`config.mk`:
```
export PLATFORM = sky130hd
export DESIGN_NAME = rack_aware_replica_placer
export DESIGN_NICKNAME = d
export VERILOG_FILES = /design/src/design/rarp_pkg.sv /design/src/design/rarp_front.sv /design/src/design/rarp_fifo.sv /design/src/design/rarp_back.sv /design/src/design/rack_aware_replica_placer.sv
export SDC_FILE = /design/constraint.sdc
export NUM_CORES = 1
export LEC_CHECK = 0
export BUFFER_PORTS_ARGS = -buffer_cell sky130_fd_sc_hd__buf_2
export CORE_AREA = 2 2 173 175
export DETAILED_ROUTE_END_ITERATION = 8
export DIE_AREA = 0 0 175 177
export GPL_TIMING_DRIVEN = 0
export PLACE_DENSITY = 0.64
export SYNTH_ARGS = -nofsm -noshare
export SYNTH_HDL_FRONTEND = slang
export SYNTH_SLANG_ARGS = --single-unit
```
`constraint.sdc`:
```
create_clock -name clk -period 6.4 [get_ports clk]
set_input_delay 1.28 -clock clk [delete_from_list [all_inputs] [get_ports clk]]
set_output_delay 1.28 -clock clk [all_outputs]
set_load 0.05 [all_outputs]
```
`src/design/rarp_pkg.sv`:
```
// Types and status codes of the rack-aware replica placer.
// No dependencies.
`timescale 1ns / 1ps
`default_nettype none
package rarp_pkg;

  localparam logic [1:0] STAT_OK         = 2'd0;
  localparam logic [1:0] STAT_START_FULL = 2'd1;
  localparam logic [1:0] STAT_RACK_FULL  = 2'd2;
  localparam logic [1:0] STAT_THIRD_FULL = 2'd3;

  typedef struct packed {
    logic [4:0]  start_node;
    logic [15:0] block_number;
  } in_t;

  typedef struct packed {
    logic [15:0] block_number_out;
    logic [1:0]  replica;
    logic [4:0]  node;
    logic [6:0]  slot;
    logic [1:0]  status;
    logic        last;
  } out_t;

endpackage
`default_nettype wire

```
`src/design/rarp_front.sv`:
```
// Front end: accepts requests and splits the start node into rack and position.
// Depends on rarp_pkg.
`timescale 1ns / 1ps
`default_nettype none
module rarp_front #(
  parameter int NODES_PER_RACK = 6,
  parameter int RACKS          = 3
) (
  input  wire                                  in_valid,
  input  rarp_pkg::in_t                        in_data,
  input  wire                                  q_full,
  output logic                                 in_stall,
  output logic                                 q_push,
  output logic [15:0]                          cmd_blk,
  output logic [$clog2(RACKS)-1:0]             cmd_rack,
  output logic [$clog2(NODES_PER_RACK)-1:0]    cmd_pos
);
  localparam int NC   = NODES_PER_RACK * RACKS;
  localparam int KMAX = 31 / NC;
  localparam int RW   = $clog2(RACKS);
  localparam int PW   = $clog2(NODES_PER_RACK);

  logic [4:0] sub;
  logic [4:0] n0;
  logic [7:0] n0_w;
  logic [7:0] base;
  logic [7:0] pos_w;

  // Reduce the start node into range, then find its rack by compare.
  always_comb begin
    sub = '0;
    for (int k = 1; k <= KMAX; k++) begin
      if (in_data.start_node >= 5'(k * NC)) sub = 5'(k * NC);
    end
    n0   = in_data.start_node - sub;
    n0_w = 8'(n0);
    cmd_rack = '0;
    base     = '0;
    for (int r = 1; r < RACKS; r++) begin
      if (n0_w >= 8'(r * NODES_PER_RACK)) begin
        cmd_rack = RW'(r);
        base     = 8'(r * NODES_PER_RACK);
      end
    end
    pos_w   = n0_w - base;
    cmd_pos = PW'(pos_w);
  end

  assign cmd_blk  = in_data.block_number;
  assign in_stall = q_full;
  assign q_push   = in_valid && !q_full;

endmodule
`default_nettype wire

```
`src/design/rarp_fifo.sv`:
```
// Two-entry queue between the front end and the placement sequencer.
// Standalone; width set by the instantiating module.
`timescale 1ns / 1ps
`default_nettype none
module rarp_fifo #(
  parameter int WIDTH = 22
) (
  input  wire              clk,
  input  wire              rst_n,
  input  wire              push,
  input  wire [WIDTH-1:0]  wr_data,
  input  wire              pop,
  output logic             full,
  output logic             not_empty,
  output logic [WIDTH-1:0] rd_data
);
  logic [WIDTH-1:0] mem_r [2];
  logic             wptr_r, rptr_r;
  logic [1:0]       cnt_r;
  logic [1:0]       cnt_nxt;

  assign full      = (cnt_r == 2'd2);
  assign not_empty = (cnt_r != 2'd0);
  assign rd_data   = mem_r[rptr_r];

  always_comb begin
    cnt_nxt = cnt_r;
    if (push && !pop) cnt_nxt = cnt_r + 2'd1;
    else if (!push && pop) cnt_nxt = cnt_r - 2'd1;
  end

  always_ff @(posedge clk) begin
    if (!rst_n) begin
      wptr_r <= 1'b0;
      rptr_r <= 1'b0;
      cnt_r  <= 2'd0;
    end else begin
      if (push) wptr_r <= ~wptr_r;
      if (pop) rptr_r <= ~rptr_r;
      cnt_r <= cnt_nxt;
    end
  end

  always_ff @(posedge clk) begin
    if (push) mem_r[wptr_r] <= wr_data;
  end

endmodule
`default_nettype wire

```
`src/design/rarp_back.sv`:
```
// Placement sequencer: fill-count memory, per-node full flags, result register.
// Depends on rarp_pkg.
`timescale 1ns / 1ps
`default_nettype none
module rarp_back #(
  parameter int NODES_PER_RACK = 6,
  parameter int RACKS          = 3,
  parameter int SLOTS_PER_NODE = 64
) (
  input  wire                                clk,
  input  wire                                rst_n,
  input  wire                                cmd_valid,
  input  wire [15:0]                         cmd_blk,
  input  wire [$clog2(RACKS)-1:0]            cmd_rack,
  input  wire [$clog2(NODES_PER_RACK)-1:0]   cmd_pos,
  output logic                               cmd_pop,
  output logic                               out_valid,
  input  wire                                out_stall,
  output rarp_pkg::out_t                     out_data
);
  localparam int NC = NODES_PER_RACK * RACKS;
  localparam int NW = $clog2(NC);
  localparam int PW = $clog2(NODES_PER_RACK);
  localparam int RW = $clog2(RACKS);
  localparam int CW = $clog2(SLOTS_PER_NODE + 1);

  typedef enum logic [1:0] {ST_IDLE, ST_CHK, ST_UPD} state_t;

  state_t          state_r, state_nxt;
  logic [15:0]     blk_r, blk_nxt;
  logic [RW-1:0]   rack_r, rack_nxt;
  logic [PW-1:0]   pos_r, pos_nxt;
  logic [NW-1:0]   node_r, node_nxt;
  logic [1:0]      rep_r, rep_nxt;
  logic            out_valid_r, out_valid_nxt;
  rarp_pkg::out_t  out_data_r, out_data_nxt;
  logic [NC-1:0]   full_r, full_nxt;
  logic [NC-1:0]   vld_r, vld_nxt;

  logic [CW-1:0]   cnt_mem [NC];
  logic [CW-1:0]   rd_data_r;
  logic            rd_en;
  logic [NW-1:0]   rd_addr;
  logic            wr_en;

  logic                      can_emit;
  logic [NW-1:0]             base_node;
  logic [NODES_PER_RACK-1:0] rack_full;
  logic                      found;
  logic [PW-1:0]             fpos;
  logic [PW:0]               psum;
  logic [RW-1:0]             next_rack;
  logic [NW-1:0]             n1, n2;
  logic [CW-1:0]             cnt, new_cnt;

  assign can_emit  = !out_valid_r || !out_stall;
  assign base_node = NW'(rack_r * NODES_PER_RACK);
  assign rack_full = full_r[base_node +: NODES_PER_RACK];
  assign next_rack = (rack_r == RW'(RACKS - 1)) ? '0 : rack_r + RW'(1);
  assign n1        = base_node + NW'(fpos);
  assign n2        = NW'(next_rack * NODES_PER_RACK) + NW'(pos_r);
  assign cnt       = vld_r[node_r] ? rd_data_r : '0;
  assign new_cnt   = cnt + CW'(1);

  // Nearest non-full node after pos_r in the rack, with wrap; lowest offset wins.
  always_comb begin
    found = 1'b0;
    fpos  = '0;
    psum  = '0;
    for (int i = NODES_PER_RACK - 1; i >= 1; i--) begin
      psum = {1'b0, pos_r} + (PW + 1)'(i);
      if (psum >= (PW + 1)'(NODES_PER_RACK)) psum = psum - (PW + 1)'(NODES_PER_RACK);
      if (!rack_full[psum[PW-1:0]]) begin
        found = 1'b1;
        fpos  = psum[PW-1:0];
      end
    end
  end

  always_comb begin
    state_nxt     = state_r;
    blk_nxt       = blk_r;
    rack_nxt      = rack_r;
    pos_nxt       = pos_r;
    node_nxt      = node_r;
    rep_nxt       = rep_r;
    out_valid_nxt = out_valid_r && out_stall;
    out_data_nxt  = out_data_r;
    full_nxt      = full_r;
    vld_nxt       = vld_r;
    cmd_pop       = 1'b0;
    rd_en         = 1'b0;
    rd_addr       = node_r;
    wr_en         = 1'b0;

    unique case (state_r)
      ST_IDLE: begin
        if (cmd_valid) begin
          cmd_pop   = 1'b1;
          blk_nxt   = cmd_blk;
          rack_nxt  = cmd_rack;
          pos_nxt   = cmd_pos;
          node_nxt  = NW'(cmd_rack * NODES_PER_RACK) + NW'(cmd_pos);
          rep_nxt   = 2'd0;
          state_nxt = ST_CHK;
        end
      end
      ST_CHK: begin
        if (rep_r == 2'd1) begin
          if (!found) begin
            if (can_emit) begin
              out_valid_nxt = 1'b1;
              out_data_nxt  = '{block_number_out: blk_r, replica: rep_r, node: 5'd0,
                                slot: 7'd0, status: rarp_pkg::STAT_RACK_FULL, last: 1'b1};
              state_nxt     = ST_IDLE;
            end
          end else begin
            node_nxt  = n1;
            pos_nxt   = fpos;
            rd_en     = 1'b1;
            rd_addr   = n1;
            state_nxt = ST_UPD;
          end
        end else if (full_r[node_r]) begin
          if (can_emit) begin
            out_valid_nxt = 1'b1;
            out_data_nxt  = '{block_number_out: blk_r, replica: rep_r, node: 5'(node_r),
                              slot: 7'd0,
                              status: (rep_r == 2'd0) ? rarp_pkg::STAT_START_FULL
                                                      : rarp_pkg::STAT_THIRD_FULL,
                              last: 1'b1};
            state_nxt     = ST_IDLE;
          end
        end else begin
          rd_en     = 1'b1;
          state_nxt = ST_UPD;
        end
      end
      ST_UPD: begin
        if (can_emit) begin
          out_valid_nxt    = 1'b1;
          out_data_nxt     = '{block_number_out: blk_r, replica: rep_r, node: 5'(node_r),
                               slot: 7'(new_cnt), status: rarp_pkg::STAT_OK,
                               last: (rep_r == 2'd2)};
          wr_en            = 1'b1;
          vld_nxt[node_r]  = 1'b1;
          full_nxt[node_r] = (new_cnt == CW'(SLOTS_PER_NODE));
          if (rep_r == 2'd2) begin
            state_nxt = ST_IDLE;
          end else begin
            // After replica 1, aim at the same position in the next rack.
            if (rep_r == 2'd1) node_nxt = n2;
            rep_nxt   = rep_r + 2'd1;
            state_nxt = ST_CHK;
          end
        end
      end
      default: state_nxt = ST_IDLE;
    endcase
  end

  always_ff @(posedge clk) begin
    if (!rst_n) begin
      state_r     <= ST_IDLE;
      out_valid_r <= 1'b0;
      full_r      <= '0;
      vld_r       <= '0;
    end else begin
      state_r     <= state_nxt;
      out_valid_r <= out_valid_nxt;
      full_r      <= full_nxt;
      vld_r       <= vld_nxt;
    end
    blk_r      <= blk_nxt;
    rack_r     <= rack_nxt;
    pos_r      <= pos_nxt;
    node_r     <= node_nxt;
    rep_r      <= rep_nxt;
    out_data_r <= out_data_nxt;
  end

  // Fill-count store; entries not yet written read as zero through vld_r.
  always_ff @(posedge clk) begin
    if (wr_en) cnt_mem[node_r] <= new_cnt;
    if (rd_en) rd_data_r <= cnt_mem[rd_addr];
  end

  assign out_valid = out_valid_r;
  assign out_data  = out_data_r;

endmodule
`default_nettype wire

```
`src/design/rack_aware_replica_placer.sv`:
```
// Rack-aware placer of three block replicas over RACKS x NODES_PER_RACK nodes.
// Input channel in_valid/in_stall/in_data carries a start node and a block
// number; output channel out_valid/out_stall/out_data carries one result per
// placed replica, or an error result that ends the request (last marks the
// final result of each request).
// A two-entry queue parts the front end from the placement sequencer, so
// requests are taken while the sequencer works; in_stall rises once both
// entries are in use.
// Each request passes through the sequencer as a pop, then per replica a full
// check with count-memory read and a count update; an error ends it sooner.
// The sequencer takes a new request only once the last one is done; the
// fill-count memory serves one node per access.
// Out_stall holds the result register and the sequencer waits behind it.
// Reset clears every node's count to zero at once (per-node valid flags) and
// empties the queue; no clearing pass is needed.
`timescale 1ns / 1ps
`default_nettype none
module rack_aware_replica_placer #(
  parameter int NODES_PER_RACK = 6,
  parameter int RACKS          = 3,
  parameter int SLOTS_PER_NODE = 64
) (
  input  wire             clk,
  input  wire             rst_n,
  input  wire             in_valid,
  output logic            in_stall,
  input  rarp_pkg::in_t   in_data,
  output logic            out_valid,
  input  wire             out_stall,
  output rarp_pkg::out_t  out_data
);
  localparam int RW = $clog2(RACKS);
  localparam int PW = $clog2(NODES_PER_RACK);
  localparam int QW = 16 + RW + PW;

  logic          q_full, q_push, q_pop, q_valid;
  logic [15:0]   f_blk, b_blk;
  logic [RW-1:0] f_rack, b_rack;
  logic [PW-1:0] f_pos, b_pos;
  logic [QW-1:0] q_rd;

  rarp_front #(
    .NODES_PER_RACK (NODES_PER_RACK),
    .RACKS          (RACKS)
  ) u_front (
    .in_valid (in_valid),
    .in_data  (in_data),
    .q_full   (q_full),
    .in_stall (in_stall),
    .q_push   (q_push),
    .cmd_blk  (f_blk),
    .cmd_rack (f_rack),
    .cmd_pos  (f_pos)
  );

  rarp_fifo #(
    .WIDTH (QW)
  ) u_fifo (
    .clk       (clk),
    .rst_n     (rst_n),
    .push      (q_push),
    .wr_data   ({f_blk, f_rack, f_pos}),
    .pop       (q_pop),
    .full      (q_full),
    .not_empty (q_valid),
    .rd_data   (q_rd)
  );

  assign {b_blk, b_rack, b_pos} = q_rd;

  rarp_back #(
    .NODES_PER_RACK (NODES_PER_RACK),
    .RACKS          (RACKS),
    .SLOTS_PER_NODE (SLOTS_PER_NODE)
  ) u_back (
    .clk       (clk),
    .rst_n     (rst_n),
    .cmd_valid (q_valid),
    .cmd_blk   (b_blk),
    .cmd_rack  (b_rack),
    .cmd_pos   (b_pos),
    .cmd_pop   (q_pop),
    .out_valid (out_valid),
    .out_stall (out_stall),
    .out_data  (out_data)
  );

endmodule
`default_nettype wire

```
Yosys cells after proc, flatten, opt, wreduce, memory -nomap -nowiden
Memories as Yosys holds them, arrays and structs flattened. A register that Yosys moved wholly into a read port is not among the register bits.
Cells that the tools add are included.
{"block": "word_totals", "ramBits": 168, "inputBits": 25, "mem_bits_ro": 0, "reg_bits": 104, "latch_bits": 0, "elab_cells": 196, "out_inout_bits": 35, "n_memories": 2}
{"memory": "u_back.cnt_mem", "words": 18, "word_bits": 7, "rd": 1, "rd_ports_with_merged_regs": 1, "write_ports": 1, "line": "rarp_back.sv:40", "source": "logic [CW-1:0] cnt_mem [NC];"}
{"memory": "u_fifo.mem_r", "words": 2, "word_bits": 21, "rd": 1, "rd_ports_with_merged_regs": 1, "write_ports": 1, "line": "rarp_fifo.sv:17", "source": "logic [WIDTH-1:0] mem_r [2];"}
{"block": "classes", "bitwise_logic": 3, "n_eq_ne": 16, "add_sub_neg": 20, "n_lt_le_gt_ge": 15, "reduce_logical": 26, "div_mod_pow": 0, "shift": 1, "n_mux": 92, "n_mul": 3}
{"cell": "$mux W33", "n": 6}
{"cell": "$pmux W33 S2", "n": 1}
{"cell": "$mux W3", "n": 15}
{"cell": "$mux W5", "n": 8}
{"cell": "$mux W1", "n": 33}
{"cell": "$mux W2", "n": 14}
{"cell": "$ge A4 B3 Y1 const B", "n": 5}
{"cell": "$lt A3 B4 Y1 const B", "n": 5}
{"cell": "$bwmux W18", "n": 1}
{"cell": "$or A18 B18 Y18", "n": 1}
{"cell": "$shiftx A18 B6 Y6", "n": 1}
{"cell": "$add A5 B3 Y5", "n": 3}
{"cell": "$bmux W1 S3", "n": 5}
{"cell": "$pmux W5 S3", "n": 1}
{"cell": "$sub A3 B3 Y3 const B", "n": 5}
{"cell": "$mul A2 B2 Y4 const B", "n": 3}
{"cell": "$bmux W1 S5", "n": 2}
{"cell": "$ne A2 B1 Y1 const B", "n": 5}
{"cell": "$reduce_and A5 Y1", "n": 2}
{"cell": "$reduce_bool A2 Y1", "n": 5}
{"cell": "$add A3 B2 Y4 const B", "n": 2}
{"cell": "$add A3 B3 Y4 const B", "n": 2}
{"cell": "$eq A2 B2 Y1 const B", "n": 4}
{"cell": "$reduce_and A4 Y1", "n": 2}
{"cell": "other kinds (29)", "n": 45}

Depth between registers and ports, before layout
{"block": "logic_depth", "depth_word": 14, "mapped_depth": 22}

Modules after synthesis
From an unflattened synthesis, not the netlist that was laid out.
{"block": "unflattened", "hier_cells": 900, "hier_area_um2": 12753.5}
{"mod": "rarp_back", "cells_each": 775, "instances": 1, "seq_area_each_um2": 6606.3, "area_each_um2": 10716.5}
{"mod": "rarp_fifo", "cells_each": 87, "instances": 1, "seq_area_each_um2": 1361.3, "area_each_um2": 1729.2}
{"mod": "rarp_front", "cells_each": 38, "instances": 1, "seq_area_each_um2": 0.0, "area_each_um2": 307.8}

Worst setup path after synthesis
No wires, ideal clock.
{"block": "synth_path", "path_type": "register -> register", "from": "register u_back.pos_r[0]", "to": "register u_back.out_data_r, in the netlist u_back.out_data[0], enable pin", "setup_slack_ns": 1.634, "setup_ns": 0.427, "t_arrival_ns": 4.339, "synth_period_minus_slack_ns": 4.766, "stages_incl_launch_ff": 13, "required_ns": 5.973, "path_buffers": 2, "path_cell_list": "edfxtp_1 -> buf_2 -> inv_1 -> ha_1 -> clkbuf_1 -> a22oi_1 -> nand2_1 -> o211a_1 -> or3_4 -> o31ai_4 -> and2_1 -> a21oi_1 -> nor2b_1"}
{"block": "synth_between", "elab_chain_cells": 12}
{"element": "from (decl)", "line": "rarp_back.sv:32", "source": "logic [PW-1:0] pos_r, pos_nxt;"}
{"element": "from (signal assigned)", "line": "rarp_back.sv:176", "source": "pos_r <= pos_nxt;"}
{"element": "$add A3 B3 Y4", "line": "rarp_back.sv:71", "source": "psum = {1'b0, pos_r} + (PW + 1)'(i);"}
{"element": "$ge A4 B3 Y1 / $sub A3 B3 Y3 (equally long branches)", "line": "rarp_back.sv:72", "source": "if (psum >= (PW + 1)'(NODES_PER_RACK)) psum = psum - (PW + 1)'(NODES_PER_RACK);"}
{"element": "$mux W3", "line": "rarp_back.sv:72"}
{"element": "$bmux W1 S3", "line": "rarp_back.sv:73", "source": "if (!rack_full[psum[PW-1:0]]) begin"}
{"element": "$mux W1 (not written as such)", "line": "rarp_back.sv:73"}
{"element": "$mux W1 (4 in a row)", "line": "rarp_back.sv:73"}
{"element": "$mux W1 *", "line": "rarp_back.sv:73"}
{"element": "$ne A3 B3 Y1 (no line) *"}
{"element": "$reduce_and A5 Y1 (no line) *"}
{"element": "to (signal assigned)", "line": "rarp_back.sv:179", "source": "out_data_r <= out_data_nxt;"}
{"element": "to (decl)", "line": "rarp_back.sv:36", "source": "rarp_pkg::out_t out_data_r, out_data_nxt;"}
Every way passes the cells marked *; elsewhere a longest branch is shown, timed or not. The select of a mux whose other input is x is not followed.
A chain may end at the register's enable or synchronous reset.

Worst setup path after layout
{"block": "layout_path", "from": "register u_back.pos_r[0]", "to": "register u_back.rd_data_r[6] (read register of u_back.cnt_mem) (data pin)"}
{"block": "layout_between", "elab_chain_cells": 14}
{"element": "$add A3 B3 Y4", "line": "rarp_back.sv:71"}
{"element": "$ge A4 B3 Y1 / $sub A3 B3 Y3 (equally long branches)", "line": "rarp_back.sv:72"}
{"element": "$mux W3", "line": "rarp_back.sv:72"}
{"element": "$bmux W1 S3", "line": "rarp_back.sv:73"}
{"element": "$mux W1 (not written as such)", "line": "rarp_back.sv:73"}
{"element": "$mux W3 (5 in a row)", "line": "rarp_back.sv:73"}
{"element": "$add A5 B3 Y5", "line": "rarp_back.sv:60", "source": "assign n1 = base_node + NW'(fpos);"}
{"element": "$mux W5", "line": "rarp_back.sv:110", "source": "if (!found) begin"}
{"element": "$mux W5", "line": "rarp_back.sv:109", "source": "if (rep_r == 2'd1) begin"}
{"element": "$mux W5", "line": "rarp_back.sv:96", "source": "unique case (state_r)"}
{"element": "to (decl)", "line": "rarp_back.sv:41", "source": "logic [CW-1:0] rd_data_r;"}
Parallel ways exist; a longest one is shown, timed or not. The select of a mux whose other input is x is not followed.

==> results.toml <==
[floorplanning]
die_width_um = 175
die_area_um2 = 31000
core-area_um2 = 29200
io_pins = 60
fp-row-count = 63
start_util_pct = 44.2
die_y_um = 177

[critical_path]
cpMaxStageDelayCell = "a311oi_1"
reg2reg_to = "u_back.rd_data_r[6]"
slowest_delay_ns = 0.53
cp.arrival_ns = 6.46
path_max_fanout = 10
endpoint_kind = "flip-flop"
rrSetupSlack_ns = 0.37
worst-setup-path-type = "flip-flop to flip-flop"
path_delay_family = "compound AO/OA/AOI/OAI gates"
crit_chain = "buf_2 > inv_1 > ha_1 > clkbuf_1 > clkbuf_1 > o21a_1 > o21ai_0 > a21oi_1 > o21ai_0 > a32oi_1 > a221oi_1 > a311oi_1 > ha_1 > a21o_1 > nand2_1 > xnor2_1 > mux2i_4 > nand2b_2 > a31o_2 > nor4_1 > a211o_1"
startpoint = "u_back.pos_r[0]"
path_buf_inv = 4
crit_required_ns = 6.83
start_kind = "flip-flop"
reg2regPathDepth = 21
r2r-start = "u_back.pos_r[0]"

[yosys]
syn-cell-area_um2 = 12900
synth_compound_area_share_pct = 12.3
post-synth-top-area-cell = "edfxtp_1"
yosys.area_share.simple_pct = 10.6
synth_ff_type = "edfxtp_1"
synth_top_family_by_area = "compound AO/OA/AOI/OAI gates"
syn-instance-count = 970
avgSynthCellArea_um2 = 13.3
synthTopCellsByArea = "edfxtp_1 55%, dfxtp_1 6.8%, mux2i_1 3.3%"
synth_xor_area_share_pct = 1.49
synthAdderAreaFrac_pct = 3.56
synth.area.mux_share_pct = 7.46
synth_cell_types = 81
ys_ff_latch = 280
synth_edf_count = 236
ys_warn_count = 0
synth_seq_area_share_pct = 61.7
yosys.area.top_type_share_pct = 54.9
syn_nets = 1030
async_flop_share_pct = 0

[global_routing]
antenna_found_initial = 0
overflow = 0
track_usage_pct = 19.0
grt_pass1_vias = 8005
grt_pass1_wl_mm = 45.7
grt_max_degree = 29

[clocking]
post_cts_buffers = 0
clock-root-buffer = "clkbuf_16"
clkSinkCount = 280
insertion_delay_ns = 0.56
cts.path.max_buffers = 3
cts_tree = "built"
cts_buffers = 28
h-tree-depth = 1
cts.clk_slew.worst_paths_ns = 0.07

[sta]
finalSetupViolations = 0
hold_violations = 0
final.setup_skew_ns = 0.0321
rsz0062_at_grt = "false"
fin_crit_ns = 6.03
drv_slew = 0
setup_tns_ns = 0
relSlewSlack_pct = 8.81
worst_pin_slew_ns = 1.36
fmax_mhz = 166
fin_crit_sh_pct = 94.2

[place]
io_buffers = 58
dpl.hpwl_mm = 20.8
postPlaceCellArea_um2 = 13800
gp_congestion = 0.859

[worst_hold_path]
holdPathStages = 0
hold_start = "u_back.blk_r[9]"
holdPathEnd = "u_back.out_data[26]"
hold_class = "flip-flop to flip-flop"

[layout]
finalNetCount = 1121
drive_gt1_share_pct = 18.9
fin_util_pct = 50.4
area_delta_synth_final_pct = 14.2
insertedDiodeCount = 0
stdcell_area_um2 = 14700

[power]
p_per_area_nw_per_um2 = 522
ir_worst_vdd_mv = 0.342
leakagePower_nw = 5.41

[routing]
drtIter0Drc = 585
route.detailed.wl_per_inst_um = 20.1
vias = 8241
first_pass_iters = 5
drcViolationCount = 0
vias_per_cell = 5.59
drt_wl_total_mm = 29.6
ant_nets = 0

[job]
drv_cap = 0

[run_status]
status = "complete, no violations"
[sequential cells by signal (all words and copies together) (netlist names), 2 cells and up, named ones only]
name / flops
u_back.rd_data_r: 7
u_back.rep_r: 2
u_back.vld_r: 18
u_back.cnt_mem: 126
u_back.rack_r: 2
u_back.full_r: 18
u_back.node_r: 5
u_fifo.cnt_r: 2
u_back.pos_r: 3
u_back.blk_r: 16
u_back.out_data: 33
u_fifo.mem_r: 42
u_back.state_r: 2
[worst max-delay path by stage]
stage,endpoint,slack [ns],cells after the start
after global placement,u_back.out_data[3],0.21,12
after detailed placement,u_back.rd_data_r[6],0.20,21
after floorplan,u_back.out_data[0],1.63,12
after CTS,u_back.rd_data_r[6],0.16,21
final,u_back.rd_data_r[6],0.37,21
after global routing,u_back.rd_data_r[6],0.07,21
[worst reg2reg max path: stages (launching register included)]
cell      delay (ns)
edfxtp_1        0.43
buf_2           0.27
inv_1           0.17
ha_1            0.42
clkbuf_1        0.36
clkbuf_1        0.38
o21a_1          0.20
o21ai_0         0.09
a21oi_1         0.15
o21ai_0         0.14
a32oi_1         0.26
a221oi_1        0.11
a311oi_1        0.53
ha_1            0.36
a21o_1          0.18
nand2_1         0.07
xnor2_1         0.14
mux2i_4         0.45
nand2b_2        0.23
a31o_2          0.27
nor4_1          0.53
a211o_1         0.18
[where the power goes]
part	total, mW	switching [mW]	internal (mW)
clock	1.71	0.689	1.02
combinational	3.50	2.33	1.17
sequential	2.49	0.116	2.37
[cells by family (layout without fill, tap and decap cells)]
| family | Yosys count | after routing |
|---|---|---|
| flops | 280 | 280 |
| simple gates | 253 | 253 |
| compound gates | 215 | 215 |
| buf+inv | 83 | 196 |
| mux | 82 | 82 |
| fa+ha+maj | 35 | 35 |
| xor+xnor | 22 | 22 |
[timing repair]
| item | CTS | global route |
|---|---|---|
| endpoints found under the setup margin | 0 | 6 |
| resized for setup | 0 | 1 |
| hold buffers | 0 | 0 |
| hold endpoints to repair | 0 | 0 |
[Yosys cell counts (all sizes together) (25+ instances only)]
cell type,n
dfxtp,44
ha,32
buf,25
a21oi,28
clkbuf,29
edfxtp,236
o21ai,47
mux2i,43
and3,26
inv,29
nand2,48
nand3,28
nor2,61
mux2,31
[cells in the final DEF (no fill, tap or decap), drive strengths merged, types with 26 or more instances in the layout]
cell / instances
edfxtp: 236
buf: 86
clkbuf: 64
nor2: 61
nand2: 48
o21ai: 47
dfxtp: 44
mux2i: 43
ha: 32
mux2: 31
inv: 29
nand3: 28
a21oi: 28
and3: 26
[area by class of cell]
| class | count | area, um^2 |
|---|---|---|
| Buffer | 54 | 272 |
| Sequential cell | 280 | 7970 |
| Timing Repair Buffer | 61 | 337 |
| Clock inverter | 17 | 235 |
| Multi-Input combinational cell | 607 | 4600 |
| Tap cell | 390 | 488 |
| Inverter | 29 | 109 |
| Clock buffer | 35 | 737 |
| Fill cell | 2531 | 14500 |
[through the flow]
step,hold WS [ns],power (mW),instances,setup WS (ns)
2_1_floorplan,0.400,5.03,970,1.63
3_3_place_gp,0.401,5.93,1418,0.212
3_5_place_dp,0.405,5.99,1421,0.205
4_1_cts,0.400,7.71,1473,0.165
5_1_grt,0.413,8.11,1473,0.0669
6_report,0.396,7.70,1473,0.373
[layer usage]
metal | wire, um | track usage, % | vias up
met5 | 0 | 0 | -
met4 | 946 | 6.04 | 0
met3 | 1310 | 2.45 | 53
met2 | 14300 | 31.7 | 215
met1 | 13100 | 25.9 | 4088
li1 | - | - | 3885
No activity file was read; power rests on OpenSTA's default activity.
